<file path="src/rtl/core/lhbe_pkg.sv">
// Shared constants, register codes and unit interface types for the LED heartbeat envelope.
`default_nettype none

package lhbe_pkg;

    // Field and state widths
    localparam int TIME_BITS   = 32;
    localparam int LEVEL_BITS  = 8;
    localparam int BPM_BITS    = 9;
    localparam int RAMP_BITS   = 16;
    localparam int QUOT_BITS   = 16;
    localparam int STEP_BITS   = 12;
    localparam int CFG_BITS    = 16;

    // Elapsed time is capped at 2^ELAP_CAP_LOG ms
    localparam int ELAP_CAP_LOG = 24;
    localparam int ELAP_BITS    = ELAP_CAP_LOG + 1;

    // Widest dividend: step base times capped elapsed time plus rounding bias
    localparam int PROD_BITS    = 36;
    localparam int DIV_CNT_BITS = $clog2(PROD_BITS + 1);
    localparam int MUL_CNT_BITS = $clog2(STEP_BITS + 1);

    // Rate arithmetic: period = (RATE_NUM + b) / (2b), third = (2p + 3) / 6
    localparam int RATE_NUM      = 120000;
    localparam int THIRD_BIAS    = 3;
    localparam int THIRD_DIVISOR = 6;
    localparam int STEP_DIVISOR  = 20;

    // Reset values
    localparam int RISE_RESET   = 100;
    localparam int FADE_RESET   = 500;
    localparam int PERIOD_RESET = 1000;
    localparam int THIRD_RESET  = 333;
    localparam int STEP_RESET   = 50;
    localparam int LEVEL_MAX    = 255;

    // Configuration register indexes
    typedef enum logic [1:0] {
        REG_BPM  = 2'd0,
        REG_RISE = 2'd1,
        REG_FADE = 2'd2,
        REG_NONE = 2'd3
    } cfg_reg_t;

    // Serial divider request and response
    typedef struct packed {
        logic                 start;
        logic [PROD_BITS-1:0] dividend;
        logic [RAMP_BITS-1:0] divisor;
    } div_req_t;

    typedef struct packed {
        logic                 busy;
        logic                 done;
        logic                 overflow;
        logic [QUOT_BITS-1:0] quotient;
    } div_rsp_t;

    // Serial multiplier request and response
    typedef struct packed {
        logic                 start;
        logic [ELAP_BITS-1:0] multiplicand;
        logic [STEP_BITS-1:0] multiplier;
    } mul_req_t;

    typedef struct packed {
        logic                 busy;
        logic                 done;
        logic [PROD_BITS-1:0] product;
    } mul_rsp_t;

endpackage

`default_nettype wire

</file>
<file path="src/rtl/core/lhbe_div.sv">
// Bit-serial restoring divider, one quotient bit per cycle, sticky quotient overflow.
`default_nettype none

module lhbe_div
    import lhbe_pkg::*;
(
    input  wire logic     clk,
    input  wire logic     rst_n,
    input  wire div_req_t req,
    output div_rsp_t      rsp
);

    logic                    busy_reg, busy_next;
    logic                    done_reg, done_next;
    logic [DIV_CNT_BITS-1:0] cnt_reg, cnt_next;
    logic [PROD_BITS-1:0]    dsr_reg;
    logic [RAMP_BITS-1:0]    dvs_reg;
    logic [RAMP_BITS-1:0]    rem_reg;
    logic [QUOT_BITS-1:0]    quo_reg;
    logic                    ovf_reg;

    logic [RAMP_BITS:0]      trial;
    logic [RAMP_BITS:0]      diff;
    logic                    fits;

    // Shift in the next dividend bit and try the subtract
    always_comb
    begin
        trial = {rem_reg, dsr_reg[PROD_BITS-1]};
        diff  = trial - {1'b0, dvs_reg};
        fits  = (trial >= {1'b0, dvs_reg});
    end

    // Count the iterations
    always_comb
    begin
        busy_next = busy_reg;
        cnt_next  = cnt_reg;
        done_next = 1'b0;
        if (req.start)
        begin
            busy_next = 1'b1;
            cnt_next  = DIV_CNT_BITS'(PROD_BITS);
        end
        else if (busy_reg)
        begin
            cnt_next = cnt_reg - DIV_CNT_BITS'(1);
            if (cnt_reg == DIV_CNT_BITS'(1))
            begin
                busy_next = 1'b0;
                done_next = 1'b1;
            end
        end
    end

    always_ff @(posedge clk or negedge rst_n)
    begin
        if (!rst_n)
        begin
            busy_reg <= 1'b0;
            done_reg <= 1'b0;
            cnt_reg  <= '0;
        end
        else
        begin
            busy_reg <= busy_next;
            done_reg <= done_next;
            cnt_reg  <= cnt_next;
        end
    end

    // Advance the dividend, remainder and quotient shift registers
    always_ff @(posedge clk)
    begin
        if (req.start)
        begin
            dsr_reg <= req.dividend;
            dvs_reg <= req.divisor;
            rem_reg <= '0;
            quo_reg <= '0;
            ovf_reg <= 1'b0;
        end
        else if (busy_reg)
        begin
            dsr_reg <= {dsr_reg[PROD_BITS-2:0], 1'b0};
            rem_reg <= fits ? diff[RAMP_BITS-1:0] : trial[RAMP_BITS-1:0];
            quo_reg <= {quo_reg[QUOT_BITS-2:0], fits};
            ovf_reg <= ovf_reg | quo_reg[QUOT_BITS-1];
        end
    end

    assign rsp.busy     = busy_reg;
    assign rsp.done     = done_reg;
    assign rsp.overflow = ovf_reg;
    assign rsp.quotient = quo_reg;

endmodule

`default_nettype wire

</file>
<file path="src/rtl/core/lhbe_mul.sv">
// Bit-serial shift-add multiplier, one multiplier bit per cycle, LSB first.
`default_nettype none

module lhbe_mul
    import lhbe_pkg::*;
(
    input  wire logic     clk,
    input  wire logic     rst_n,
    input  wire mul_req_t req,
    output mul_rsp_t      rsp
);

    logic                    busy_reg, busy_next;
    logic                    done_reg, done_next;
    logic [MUL_CNT_BITS-1:0] cnt_reg, cnt_next;
    logic [ELAP_BITS-1:0]    mcand_reg;
    logic [ELAP_BITS-1:0]    hi_reg;
    logic [STEP_BITS-1:0]    lo_reg;

    logic [ELAP_BITS:0]           sum;
    logic [ELAP_BITS+STEP_BITS-1:0] full;

    // Add the multiplicand when the current multiplier bit is set
    always_comb
    begin
        sum  = {1'b0, hi_reg} + (lo_reg[0] ? {1'b0, mcand_reg} : '0);
        full = {hi_reg, lo_reg};
    end

    // Count the iterations
    always_comb
    begin
        busy_next = busy_reg;
        cnt_next  = cnt_reg;
        done_next = 1'b0;
        if (req.start)
        begin
            busy_next = 1'b1;
            cnt_next  = MUL_CNT_BITS'(STEP_BITS);
        end
        else if (busy_reg)
        begin
            cnt_next = cnt_reg - MUL_CNT_BITS'(1);
            if (cnt_reg == MUL_CNT_BITS'(1))
            begin
                busy_next = 1'b0;
                done_next = 1'b1;
            end
        end
    end

    always_ff @(posedge clk or negedge rst_n)
    begin
        if (!rst_n)
        begin
            busy_reg <= 1'b0;
            done_reg <= 1'b0;
            cnt_reg  <= '0;
        end
        else
        begin
            busy_reg <= busy_next;
            done_reg <= done_next;
            cnt_reg  <= cnt_next;
        end
    end

    // Shift the partial product right, multiplier bits drop out at the bottom
    always_ff @(posedge clk)
    begin
        if (req.start)
        begin
            mcand_reg <= req.multiplicand;
            hi_reg    <= '0;
            lo_reg    <= req.multiplier;
        end
        else if (busy_reg)
        begin
            hi_reg <= sum[ELAP_BITS:1];
            lo_reg <= {sum[0], lo_reg[STEP_BITS-1:1]};
        end
    end

    assign rsp.busy    = busy_reg;
    assign rsp.done    = done_reg;
    assign rsp.product = full[PROD_BITS-1:0];

endmodule

`default_nettype wire

</file>
<file path="src/rtl/core/led_heartbeat_envelope_unit.sv">
// Top level of the double-pulse LED heartbeat envelope generator.
//
//  channel   direction  handshake          payload
//  input     in         in_valid/in_stall  now_ms[31:0]
//  output    out        out_valid/out_stall brightness[7:0]
//  config    in         cfg_valid/cfg_ready cfg_index[1:0], cfg_data[15:0]
//
// From acceptance to result, one word runs a serial multiply of the step
// base by the elapsed time, then a serial divide by the ramp time. A rate
// write runs three serial divides in turn (period, third of period, step
// base), with cfg_ready low throughout.
// Reset restores 60 bpm timing, 100/500 ms ramps and a dark, falling LED.
// A finished word waits in the output register; a stalled output holds only
// the final update of the next word.
`default_nettype none

module led_heartbeat_envelope_unit
    import lhbe_pkg::*;
(
    input  wire logic                  clk,
    input  wire logic                  rst_n,
    input  wire logic                  in_valid,
    output logic                       in_stall,
    input  wire logic [TIME_BITS-1:0]  now_ms,
    output logic                       out_valid,
    input  wire logic                  out_stall,
    output logic [LEVEL_BITS-1:0]      brightness,
    input  wire logic                  cfg_valid,
    output logic                       cfg_ready,
    input  wire logic [1:0]            cfg_index,
    input  wire logic [CFG_BITS-1:0]   cfg_data
);

    typedef enum logic [7:0] {
        S_IDLE  = 8'b0000_0001,
        S_CFG_P = 8'b0000_0010,
        S_CFG_T = 8'b0000_0100,
        S_CFG_Q = 8'b0000_1000,
        S_DIFF  = 8'b0001_0000,
        S_MUL   = 8'b0010_0000,
        S_DIV   = 8'b0100_0000,
        S_DONE  = 8'b1000_0000
    } state_t;

    state_t                 state_reg, state_next;

    // Architectural state
    logic [LEVEL_BITS-1:0]  level_reg;
    logic                   rising_reg;
    logic                   second_reg;
    logic [TIME_BITS-1:0]   last_upd_reg;
    logic [TIME_BITS-1:0]   last_beat_reg;
    logic [QUOT_BITS-1:0]   period_reg;
    logic [QUOT_BITS-1:0]   third_reg;
    logic [STEP_BITS-1:0]   step_base_reg;
    logic [RAMP_BITS-1:0]   rise_reg;
    logic [RAMP_BITS-1:0]   fade_reg;
    logic                   out_valid_reg, out_valid_next;

    // Per-word working registers
    logic [TIME_BITS-1:0]   now_reg;
    logic [RAMP_BITS-1:0]   ramp_reg;
    logic                   third_hit_reg;
    logic                   period_hit_reg;
    logic [LEVEL_BITS-1:0]  brightness_reg;

    div_req_t               div_req;
    div_rsp_t               div_rsp;
    mul_req_t               mul_req;
    mul_rsp_t               mul_rsp;

    logic                   in_accept;
    logic                   bpm_write;
    logic                   finish_ok;
    logic [BPM_BITS-1:0]    bpm_eff;
    logic [TIME_BITS-1:0]   elapsed;
    logic [TIME_BITS-1:0]   since_beat;
    logic [ELAP_BITS-1:0]   elapsed_cap;
    logic [RAMP_BITS-1:0]   ramp_sel;

    logic                   step_big;
    logic [LEVEL_BITS-1:0]  step8;
    logic [LEVEL_BITS:0]    level_sum;
    logic [LEVEL_BITS-1:0]  level_new;
    logic                   rising_new;
    logic                   second_new;

    lhbe_div u_div (
        .clk   (clk),
        .rst_n (rst_n),
        .req   (div_req),
        .rsp   (div_rsp)
    );

    lhbe_mul u_mul (
        .clk   (clk),
        .rst_n (rst_n),
        .req   (mul_req),
        .rsp   (mul_rsp)
    );

    // Handshakes
    assign cfg_ready = (state_reg == S_IDLE);
    assign in_stall  = (state_reg != S_IDLE) || cfg_valid;
    assign in_accept = in_valid && !in_stall;
    assign bpm_write = cfg_valid && cfg_ready && (cfg_index == REG_BPM);
    assign finish_ok = !out_valid_reg || !out_stall;

    // Rate of zero counts as one
    assign bpm_eff = (cfg_data[BPM_BITS-1:0] == '0) ? BPM_BITS'(1) : cfg_data[BPM_BITS-1:0];

    // Time differences and the elapsed-time cap
    always_comb
    begin
        elapsed    = now_reg - last_upd_reg;
        since_beat = now_reg - last_beat_reg;
        if ((elapsed >> ELAP_CAP_LOG) != '0)
        begin
            elapsed_cap = ELAP_BITS'(1) << ELAP_CAP_LOG;
        end
        else
        begin
            elapsed_cap = elapsed[ELAP_BITS-1:0];
        end
        ramp_sel = rising_reg ? rise_reg : fade_reg;
        if (ramp_sel == '0)
        begin
            ramp_sel = RAMP_BITS'(1);
        end
    end

    // Sequence the shared divider and the multiplier
    always_comb
    begin
        state_next           = state_reg;
        div_req.start        = 1'b0;
        div_req.dividend     = '0;
        div_req.divisor      = RAMP_BITS'(1);
        mul_req.start        = 1'b0;
        mul_req.multiplicand = elapsed_cap;
        mul_req.multiplier   = step_base_reg;
        case (state_reg)
            S_IDLE:
            begin
                if (bpm_write)
                begin
                    div_req.start    = 1'b1;
                    div_req.dividend = PROD_BITS'(RATE_NUM) + PROD_BITS'(bpm_eff);
                    div_req.divisor  = RAMP_BITS'({bpm_eff, 1'b0});
                    state_next       = S_CFG_P;
                end
                else if (in_accept)
                begin
                    state_next = S_DIFF;
                end
            end
            S_CFG_P:
            begin
                if (div_rsp.done)
                begin
                    div_req.start    = 1'b1;
                    div_req.dividend = PROD_BITS'({div_rsp.quotient, 1'b0})
                                     + PROD_BITS'(THIRD_BIAS);
                    div_req.divisor  = RAMP_BITS'(THIRD_DIVISOR);
                    state_next       = S_CFG_T;
                end
            end
            S_CFG_T:
            begin
                if (div_rsp.done)
                begin
                    div_req.start    = 1'b1;
                    div_req.dividend = PROD_BITS'(period_reg);
                    div_req.divisor  = RAMP_BITS'(STEP_DIVISOR);
                    state_next       = S_CFG_Q;
                end
            end
            S_CFG_Q:
            begin
                if (div_rsp.done)
                begin
                    state_next = S_IDLE;
                end
            end
            S_DIFF:
            begin
                mul_req.start = 1'b1;
                state_next    = S_MUL;
            end
            S_MUL:
            begin
                if (mul_rsp.done)
                begin
                    div_req.start    = 1'b1;
                    div_req.dividend = mul_rsp.product
                                     + PROD_BITS'(ramp_reg - RAMP_BITS'(1));
                    div_req.divisor  = ramp_reg;
                    state_next       = S_DIV;
                end
            end
            S_DIV:
            begin
                if (div_rsp.done)
                begin
                    state_next = S_DONE;
                end
            end
            S_DONE:
            begin
                if (finish_ok)
                begin
                    state_next = S_IDLE;
                end
            end
            default:
            begin
                state_next = S_IDLE;
            end
        endcase
    end

    // Apply the step, then the beat triggers
    always_comb
    begin
        step_big  = div_rsp.overflow || (div_rsp.quotient[QUOT_BITS-1:LEVEL_BITS] != '0);
        step8     = div_rsp.quotient[LEVEL_BITS-1:0];
        level_sum = {1'b0, level_reg} + {1'b0, step8};
        if (rising_reg)
        begin
            if (step_big || level_sum[LEVEL_BITS])
            begin
                level_new  = LEVEL_BITS'(LEVEL_MAX);
                rising_new = 1'b0;
            end
            else
            begin
                level_new  = level_sum[LEVEL_BITS-1:0];
                rising_new = 1'b1;
            end
        end
        else
        begin
            rising_new = 1'b0;
            if (step_big || (step8 >= level_reg))
            begin
                level_new = '0;
            end
            else
            begin
                level_new = level_reg - step8;
            end
        end
        second_new = second_reg;
        if (!second_reg && third_hit_reg)
        begin
            second_new = 1'b1;
            rising_new = 1'b1;
        end
        if (period_hit_reg)
        begin
            second_new = 1'b0;
            rising_new = 1'b1;
        end
    end

    assign out_valid_next = (out_valid_reg && out_stall) || ((state_reg == S_DONE) && finish_ok);

    // Control and architectural state
    always_ff @(posedge clk or negedge rst_n)
    begin
        if (!rst_n)
        begin
            state_reg     <= S_IDLE;
            level_reg     <= '0;
            rising_reg    <= 1'b0;
            second_reg    <= 1'b0;
            last_upd_reg  <= '0;
            last_beat_reg <= '0;
            period_reg    <= QUOT_BITS'(PERIOD_RESET);
            third_reg     <= QUOT_BITS'(THIRD_RESET);
            step_base_reg <= STEP_BITS'(STEP_RESET);
            rise_reg      <= RAMP_BITS'(RISE_RESET);
            fade_reg      <= RAMP_BITS'(FADE_RESET);
            out_valid_reg <= 1'b0;
        end
        else
        begin
            state_reg     <= state_next;
            out_valid_reg <= out_valid_next;
            // Hold ramp registers until written
            if (cfg_valid && cfg_ready && (cfg_index == REG_RISE))
            begin
                rise_reg <= cfg_data[RAMP_BITS-1:0];
            end
            if (cfg_valid && cfg_ready && (cfg_index == REG_FADE))
            begin
                fade_reg <= cfg_data[RAMP_BITS-1:0];
            end
            // Store the rate results as each divide ends
            if ((state_reg == S_CFG_P) && div_rsp.done)
            begin
                period_reg <= div_rsp.quotient;
            end
            if ((state_reg == S_CFG_T) && div_rsp.done)
            begin
                third_reg <= div_rsp.quotient;
            end
            if ((state_reg == S_CFG_Q) && div_rsp.done)
            begin
                step_base_reg <= div_rsp.quotient[STEP_BITS-1:0];
            end
            // Commit the envelope update with the result word
            if ((state_reg == S_DONE) && finish_ok)
            begin
                level_reg    <= level_new;
                rising_reg   <= rising_new;
                second_reg   <= second_new;
                last_upd_reg <= now_reg;
                if (period_hit_reg)
                begin
                    last_beat_reg <= now_reg;
                end
            end
        end
    end

    // Per-word payload registers
    always_ff @(posedge clk)
    begin
        if (in_accept)
        begin
            now_reg <= now_ms;
        end
        if (state_reg == S_DIFF)
        begin
            ramp_reg       <= ramp_sel;
            third_hit_reg  <= (since_beat > TIME_BITS'(third_reg));
            period_hit_reg <= (since_beat > TIME_BITS'(period_reg));
        end
        if ((state_reg == S_DONE) && finish_ok)
        begin
            brightness_reg <= level_new;
        end
    end

    assign out_valid  = out_valid_reg;
    assign brightness = brightness_reg;

    // Checks
    assert property (@(posedge clk) disable iff (!rst_n)
        in_accept |=> (state_reg == S_DIFF))
        else $error("accepted word did not start the time differences");

    assert property (@(posedge clk) disable iff (!rst_n)
        !(mul_rsp.busy && div_rsp.busy))
        else $error("multiplier and divider busy together");

    assert property (@(posedge clk) disable iff (!rst_n)
        $rose(out_valid) |-> $past(state_reg == S_DONE))
        else $error("result word raised outside the final update");

    assert property (@(posedge clk) disable iff (!rst_n)
        bpm_write |=> ((state_reg == S_CFG_P) && !cfg_ready))
        else $error("rate write did not start the period divide");

endmodule

`default_nettype wire
</file>
<file path="config.mk">
export PLATFORM = sky130hd
export DESIGN_NAME = led_heartbeat_envelope_unit
export DESIGN_NICKNAME = d
export VERILOG_FILES = /design/src/rtl/core/lhbe_pkg.sv /design/src/rtl/core/lhbe_div.sv /design/src/rtl/core/lhbe_mul.sv /design/src/rtl/core/led_heartbeat_envelope_unit.sv
export SDC_FILE = /design/constraint.sdc
export NUM_CORES = 1
export LEC_CHECK = 0
export ABC_CLOCK_PERIOD_IN_PS = 12850
export BUFFER_PORTS_ARGS = -buffer_cell sky130_fd_sc_hd__buf_2
export CAP_MARGIN = 40
export CORE_AREA = 5 5 207 209
export DETAILED_ROUTE_END_ITERATION = 10
export DIE_AREA = 0 0 212 214
export PLACE_DENSITY = 0.84
export SYNTH_ARGS = -nofsm -noshare
export SYNTH_HDL_FRONTEND = slang
export SYNTH_SLANG_ARGS = --single-unit
</file>
<file path="constraint.sdc">
create_clock -name clk -period 12.85 [get_ports clk]
set_clock_uncertainty 0.15 [all_clocks]
set_input_delay 1.285 -clock clk [delete_from_list [all_inputs] [get_ports clk]]
set_output_delay 1.285 -clock clk [all_outputs]
set_load 0.01 [all_outputs]
</file>
==> results.cfg, run 1 <==
[run_status]
status = completed

[power]
p_leak_uw = 0.0117
total_power_uw = 5160
powerDensity_mw_per_mm2 = 194
ir_worst_vdd_mv = 0.121

[logic_synthesis]
yosys_register_bits = 378
synth_cell_type_count = 91
netlist_area_sq_mm = 0.0240
synth_edf_count = 147
avgSynthCellArea_sq_um = 9.37
async_flop_share = 0.458
synth_top_area_frac = 0.184
synthTopCellsByArea = edfxtp_1 18%, dfrtp_1 16%, ha_1 10%
synth_cells = 2565
synth_warnings = 0
seq_area_frac_synth = 0.413
synth_nets = 2824
synth_top_area_cell = edfxtp_1
ys.flop_type = dfrtp_1

[critical_path]
rr_worst_depth = 16
r2r_slack_ns = 7.56
worstReg2RegStart = ramp_reg[4]
cp_data_required_time_ns = 13.01
crit_path_end_kind = flop
cp_cell_sequence = or4_1 -> nor4_1 -> nand2b_1 -> nor4_1 -> and4bb_2 -> ha_1 -> nand2_1 -> o211ai_1 -> a21o_1 -> a21oi_1 -> o31a_1 -> o21ai_0 -> a2111oi_0 -> o21bai_1 -> xnor2_1 -> o21ai_0
critPathKind = flop to flop
start_kind = flop
cp_top_family = simple AND/OR/NAND/NOR gates
crit_arrival_ns = 5.45
crit_buf_inv = 0
worst-path-max-fanout = 20
r2r_end = u_div.dsr_reg[28]
cp_slowest_stage_delay_ns = 0.62
slowest_stage = and4bb_2

[floorplanning]
rows = 74
core-area_sq_mm = 0.0406
pin_count = 66
start_util = 0.591
dieHeight_um = 214
die_w_um = 212
die_area_sq_mm = 0.0454

[run]
max_cap_violations = 0

[clocking]
cts_tree = yes
cts_buffers = 43
clock_path_buffers = 3
ctsHoldBuffers = 0
cts_root_buf = clkbuf_16
clock-sinks = 378
post_cts_buffers = 0
path_clk_slew_ns = 0.06
htreeDepth = 2
worstSkewPairLatency_ns = 0.58
ctsResizeCount = 0

[cells_and_area]
drive_gt1_frac = 0.116
syn_to_final_growth_pct = 10.4
diodes = 0
fin_nets = 2862
largest_reg_flops = 36

[grt]
grt_pass1_vias = 19200
grt_pass1_wl_um = 96900
grt.total_usage = 0.255
grt_antenna_before_repair = 0
grt_max_degree = 82
grt-ovfl-total = 0

[hold_path]
hp-class = flop to flop
min_from = u_div.rem_reg[15]
hold_depth = 2
worst_hold_path.endpoint = u_div.rem_reg[15]

[timing]
period_needed_ns = 5.29
setup_tns_ns = 0
finalCritPeriodShare = 0.411
setup_ws_ns = 7.56
clock.fmax_ghz = 0.189
rsz0062_at_grt = no
hold_viol = 0
drv_slew = 0
worst_pin_slew_ns = 0.897
max_slew_margin = 0.402
setup_viol = 0

[placed_design]
hpwl_um = 42400
post-place-ws_ns = 7.67
io_buffer_count = 65
gp_congestion = 0.924

[routing]
avgRoutedWirePerCell_um = 18.4
vias = 19300
drtIter0Drc = 1874
avgViaCountPerCell = 6.08
ant_nets = 0
drc = 0
wirelength_um = 58200
drtPass1Iterations = 7
## cells by family after synthesis
family / Yosys count / share of synthesized area
AOI/OAI and AO/OA: 657 / 0.169
xor gates and xnor gates: 144 / 0.0525
adders and majority gates: 204 / 0.108
buffers and inverters: 273 / 0.0437
DFF: 378 / 0.413
muxes: 118 / 0.0537
and+or+nand+nor: 791 / 0.159
## worst reg2reg max path: stages, from the launching register on
cell	delay, ns
edfxtp_1	0.45
or4_1	0.61
nor4_1	0.34
nand2b_1	0.15
nor4_1	0.44
and4bb_2	0.62
ha_1	0.41
nand2_1	0.11
o211ai_1	0.12
a21o_1	0.19
a21oi_1	0.13
o31a_1	0.19
o21ai_0	0.14
a2111oi_0	0.52
o21bai_1	0.18
xnor2_1	0.17
o21ai_0	0.10
## Yosys cell counts, types with 52 or more instances
cell and count:
a21oi_1 177, a21o_1 52, xor2_1 60, inv_1 173
xnor2_1 84, nand2_1 296, clkbuf_1 81, ha_1 197
edfxtp_1 147, dfrtp_1 149, o21ai_0 205, mux2_2 87
dfxtp_1 58, nor2_1 166
## layout make-up
type                       count  area [sq um]
tap                          532           666
timing repair buffer          89           613
sequential                   378          9940
multi-input combinational   1914         13100
clock inverter                25           358
inverter                     177           664
fill                        3122         14100
clock buffer                  55          1220
## cells in the final DEF, fill, tap and decap left out, drive strengths merged, types with 43 or more instances in the layout
master  count
nand2     296
edfxtp    147
and2       50
o21ai     213
buf        89
nand3      43
ha        197
xnor2      84
xor2       60
inv       180
clkbuf     55
mux2       88
a21oi     180
dfxtp      58
nor2      167
dfrtp     149
a21o       53
## how the worst max path moves through the flow
stage	cells past startpoint	startpoint	to
floorplan	19	ramp_reg[5]	u_div.dsr_reg[28]
global placement	16	ramp_reg[5]	u_div.dsr_reg[28]
detailed placement	16	ramp_reg[4]	u_div.dsr_reg[28]
CTS	16	ramp_reg[5]	u_div.dsr_reg[28]
global route	19	ramp_reg[5]	u_div.dsr_reg[28]
finish	16	ramp_reg[4]	u_div.dsr_reg[28]
## where the power goes
| part | switching [uW] | leakage, uW | internal, uW |
|---|---|---|---|
| Sequential | 288 | 0.00403 | 1620 |
| Combinational | 1090 | 0.00687 | 796 |
| Clock | 527 | 0.000779 | 840 |
| Total | 1910 | 0.0117 | 3250 |
## through the flow
stage	utilization	hold WS [ns]	area, sq um	instances
floorplan	-	0.288	24000	2565
global placement	0.610	0.299	24800	3081
detailed placement	0.614	0.313	24900	3090
CTS	0.653	0.322	26500	3170
global route	0.653	0.341	26500	3170
finish	0.653	0.322	26500	3170
## metal layers
metal | GRT usage | part of all wire
met3 | 0.0427 | 0.065
met2 | 0.424 | 0.48
met4 | 0.0825 | 0.030
met5 | 0 | 0
met1 | 0.339 | 0.42
No activity file was read; power rests on OpenSTA's default activity.
==> inputs of run 2 (changes only) <==
--- a/config.mk
+++ b/config.mk
@@ -5,7 +5,7 @@
 export SDC_FILE = /design/constraint.sdc
 export NUM_CORES = 1
 export LEC_CHECK = 0
-export ABC_CLOCK_PERIOD_IN_PS = 12850
+export ABC_CLOCK_PERIOD_IN_PS = 5400
 export BUFFER_PORTS_ARGS = -buffer_cell sky130_fd_sc_hd__buf_2
 export CAP_MARGIN = 40
 export CORE_AREA = 5 5 207 209
==> constraint.sdc (replaced) <==
create_clock -name clk -period 5.4 [get_ports clk]
set_clock_uncertainty 0.15 [all_clocks]
set_input_delay 0.54 -clock clk [delete_from_list [all_inputs] [get_ports clk]]
set_output_delay 0.54 -clock clk [all_outputs]
set_load 0.01 [all_outputs]
==> run 2 against run 1 <==
Critical path depth stayed put. Sequential share of layout area fell by 0.25 points. Global-route usage is 0.48 points higher. Flip-flop and latch count unchanged. Fmax rose by 3.4%. Worst hold slack worse by 0.25 ns. Sequential power increased by 140%. Count of clock-buffer cells in the layout fell by 1. Core utilization is 0.44 points higher. Register-to-register slack worse by 7.3 ns. Combinational power up 140%.
==> results.cfg, run 2 (synthesized netlist as in run 1, its figures left out) <==
[clocking]
cts_tree = yes
path_clk_slew_ns = 0.06
cts_root_buf = clkbuf_16
worstSkewPairLatency_ns = 0.58
htreeDepth = 2
clock_path_buffers = 3
cts_buffers = 43
clock-sinks = 378
post_cts_buffers = 0

[critical_path]
crit_path_end_kind = flop
cp_data_required_time_ns = 5.55
worst-path-max-fanout = 6
crit_arrival_ns = 5.26
start_kind = flop
critPathKind = flop to flop

[placed_design]
hpwl_um = 42700
gp_congestion = 0.933
io_buffer_count = 65
post-place-ws_ns = 0.161

[floorplanning]
die_area_sq_mm = 0.0454
start_util = 0.591
pin_count = 66
core-area_sq_mm = 0.0406
dieHeight_um = 214
die_w_um = 212
rows = 74

[routing]
wl_met3_um = 4580
vias = 19900
wirelength_um = 59400
highest_layer = met4
avgViaCountPerCell = 6.20
drtPass1Iterations = 6
ant_nets = 0
avgRoutedWirePerCell_um = 18.5
wl_met1_um = 23800
drc = 0
wl_met2_um = 28800
drtIter0Drc = 1938

[timing]
setup_viol = 0
finalCritPeriodShare = 0.947
setup_ws_ns = 0.287
clock.fmax_ghz = 0.196
worst_pin_slew_ns = 0.915
drv_slew = 0
rsz0062_at_grt = no
period_needed_ns = 5.11
setup_tns_ns = 0
hold_viol = 0
max_slew_margin = 0.390

[power]
powerDensity_mw_per_mm2 = 451
p_leak_uw = 0.0117
ir_worst_vdd_mv = 0.301

[grt]
grt_max_degree = 87
grt_antenna_before_repair = 1
grt_pass1_wl_um = 98400
grt.total_usage = 0.259
grt_pass1_vias = 19700
grt-ovfl-total = 0

[cells_and_area]
fin_nets = 2897
fill_cells = 3039
drive_gt1_frac = 0.113
largest_reg_flops = 36
finalCoreUtilization = 0.657
multi_input_area_sq_mm = 0.0131
syn_to_final_growth_pct = 11.1
final_common_cell = nand2_1
ff_latch_area_sq_mm = 0.00994
layout_common_cells = 296 x nand2_1, 205 x o21ai_0, 197 x ha_1, 177 x a21oi_1, 173 x inv_1

[hold_path]
hp-class = input pin to flop

[run]
max_cap_violations = 0

[run_status]
status = completed
==> run 2: cell count changes in the layout (fill, tap and decap cells not counted), sizes merged, moves of 2 or more <==
cell,delta
bufinv,-4
buf,+2
clkinv,+5
dlygate4sd3,+33
==> run 2: worst paths after layout <==
kind | slack [ns] | to | cells after the start | from
min | 0.07 | rise_reg[15] | 2 | cfg_data[15]
max in group asynchronous | 3.74 | period_reg[8] | 4 | rst_n
max | 0.29 | u_div.dsr_reg[35] | 16 | ramp_reg[5]
max reg2reg | 0.29 | u_div.dsr_reg[35] | 16 | ramp_reg[5]
min in group asynchronous | 0.18 | level_reg[4] | 2 | rst_n
min reg2reg | 0.32 | u_div.rem_reg[15] | 2 | u_div.rem_reg[15]
==> run 2: where the power goes <==
group	internal (uW)	switching [uW]
Combinational	1900	2660
Sequential	3850	695
Clock	1720	1230
Total	7470	4580
==> run 2: timing repair <==
item	in CTS	in global routing
hold buffers	33	0
endpoints found under the hold margin	115	0
endpoints found under the setup margin	0	5
resized for setup	0	5
==> run 2: through the flow <==
stage	hold slack (ns)	instance area (sq um)	total power, uW	cells
2_1_floorplan	0.0944	24000	7760	2565
3_3_place_gp	0.299	24800	8670	3087
3_5_place_dp	0.207	24900	8980	3091
4_1_cts	0.0608	26700	12000	3204
5_1_grt	0.0645	26700	12800	3206
6_report	0.0746	26700	12100	3206
==> run 2: final cells by class <==
class | instances | share of cell area
clock inverter | 26 | 0.00970
tap | 532 | 0.0249
multi-input combinational | 1914 | 0.490
inverter | 177 | 0.0249
sequential | 378 | 0.372
antenna | 1 | 0.0000937
clock buffer | 54 | 0.0434
timing repair buffer | 124 | 0.0347
==> run 2: metal layers <==
metal,global-route usage,vias up
met5,0,-
met4,0.0996,0
met3,0.0379,177
met2,0.438,875
met1,0.337,9510
li1,-,9310
==> run 2: worst max-delay path, cell delays in order (launching register included) <==
cell and delay [ns]:
edfxtp_1 0.43, or4_1 0.66, nor4_4 0.21, nand2b_1 0.12, nor4_1 0.44, xor2_1 0.15, ha_1 0.39, a2111oi_0 0.51
o211ai_1 0.15, a211oi_1 0.26, o31ai_1 0.16, a31o_2 0.34, a21boi_1 0.22, o21ai_0 0.17, a41oi_1 0.27, xnor2_1 0.15
o21ai_1 0.07
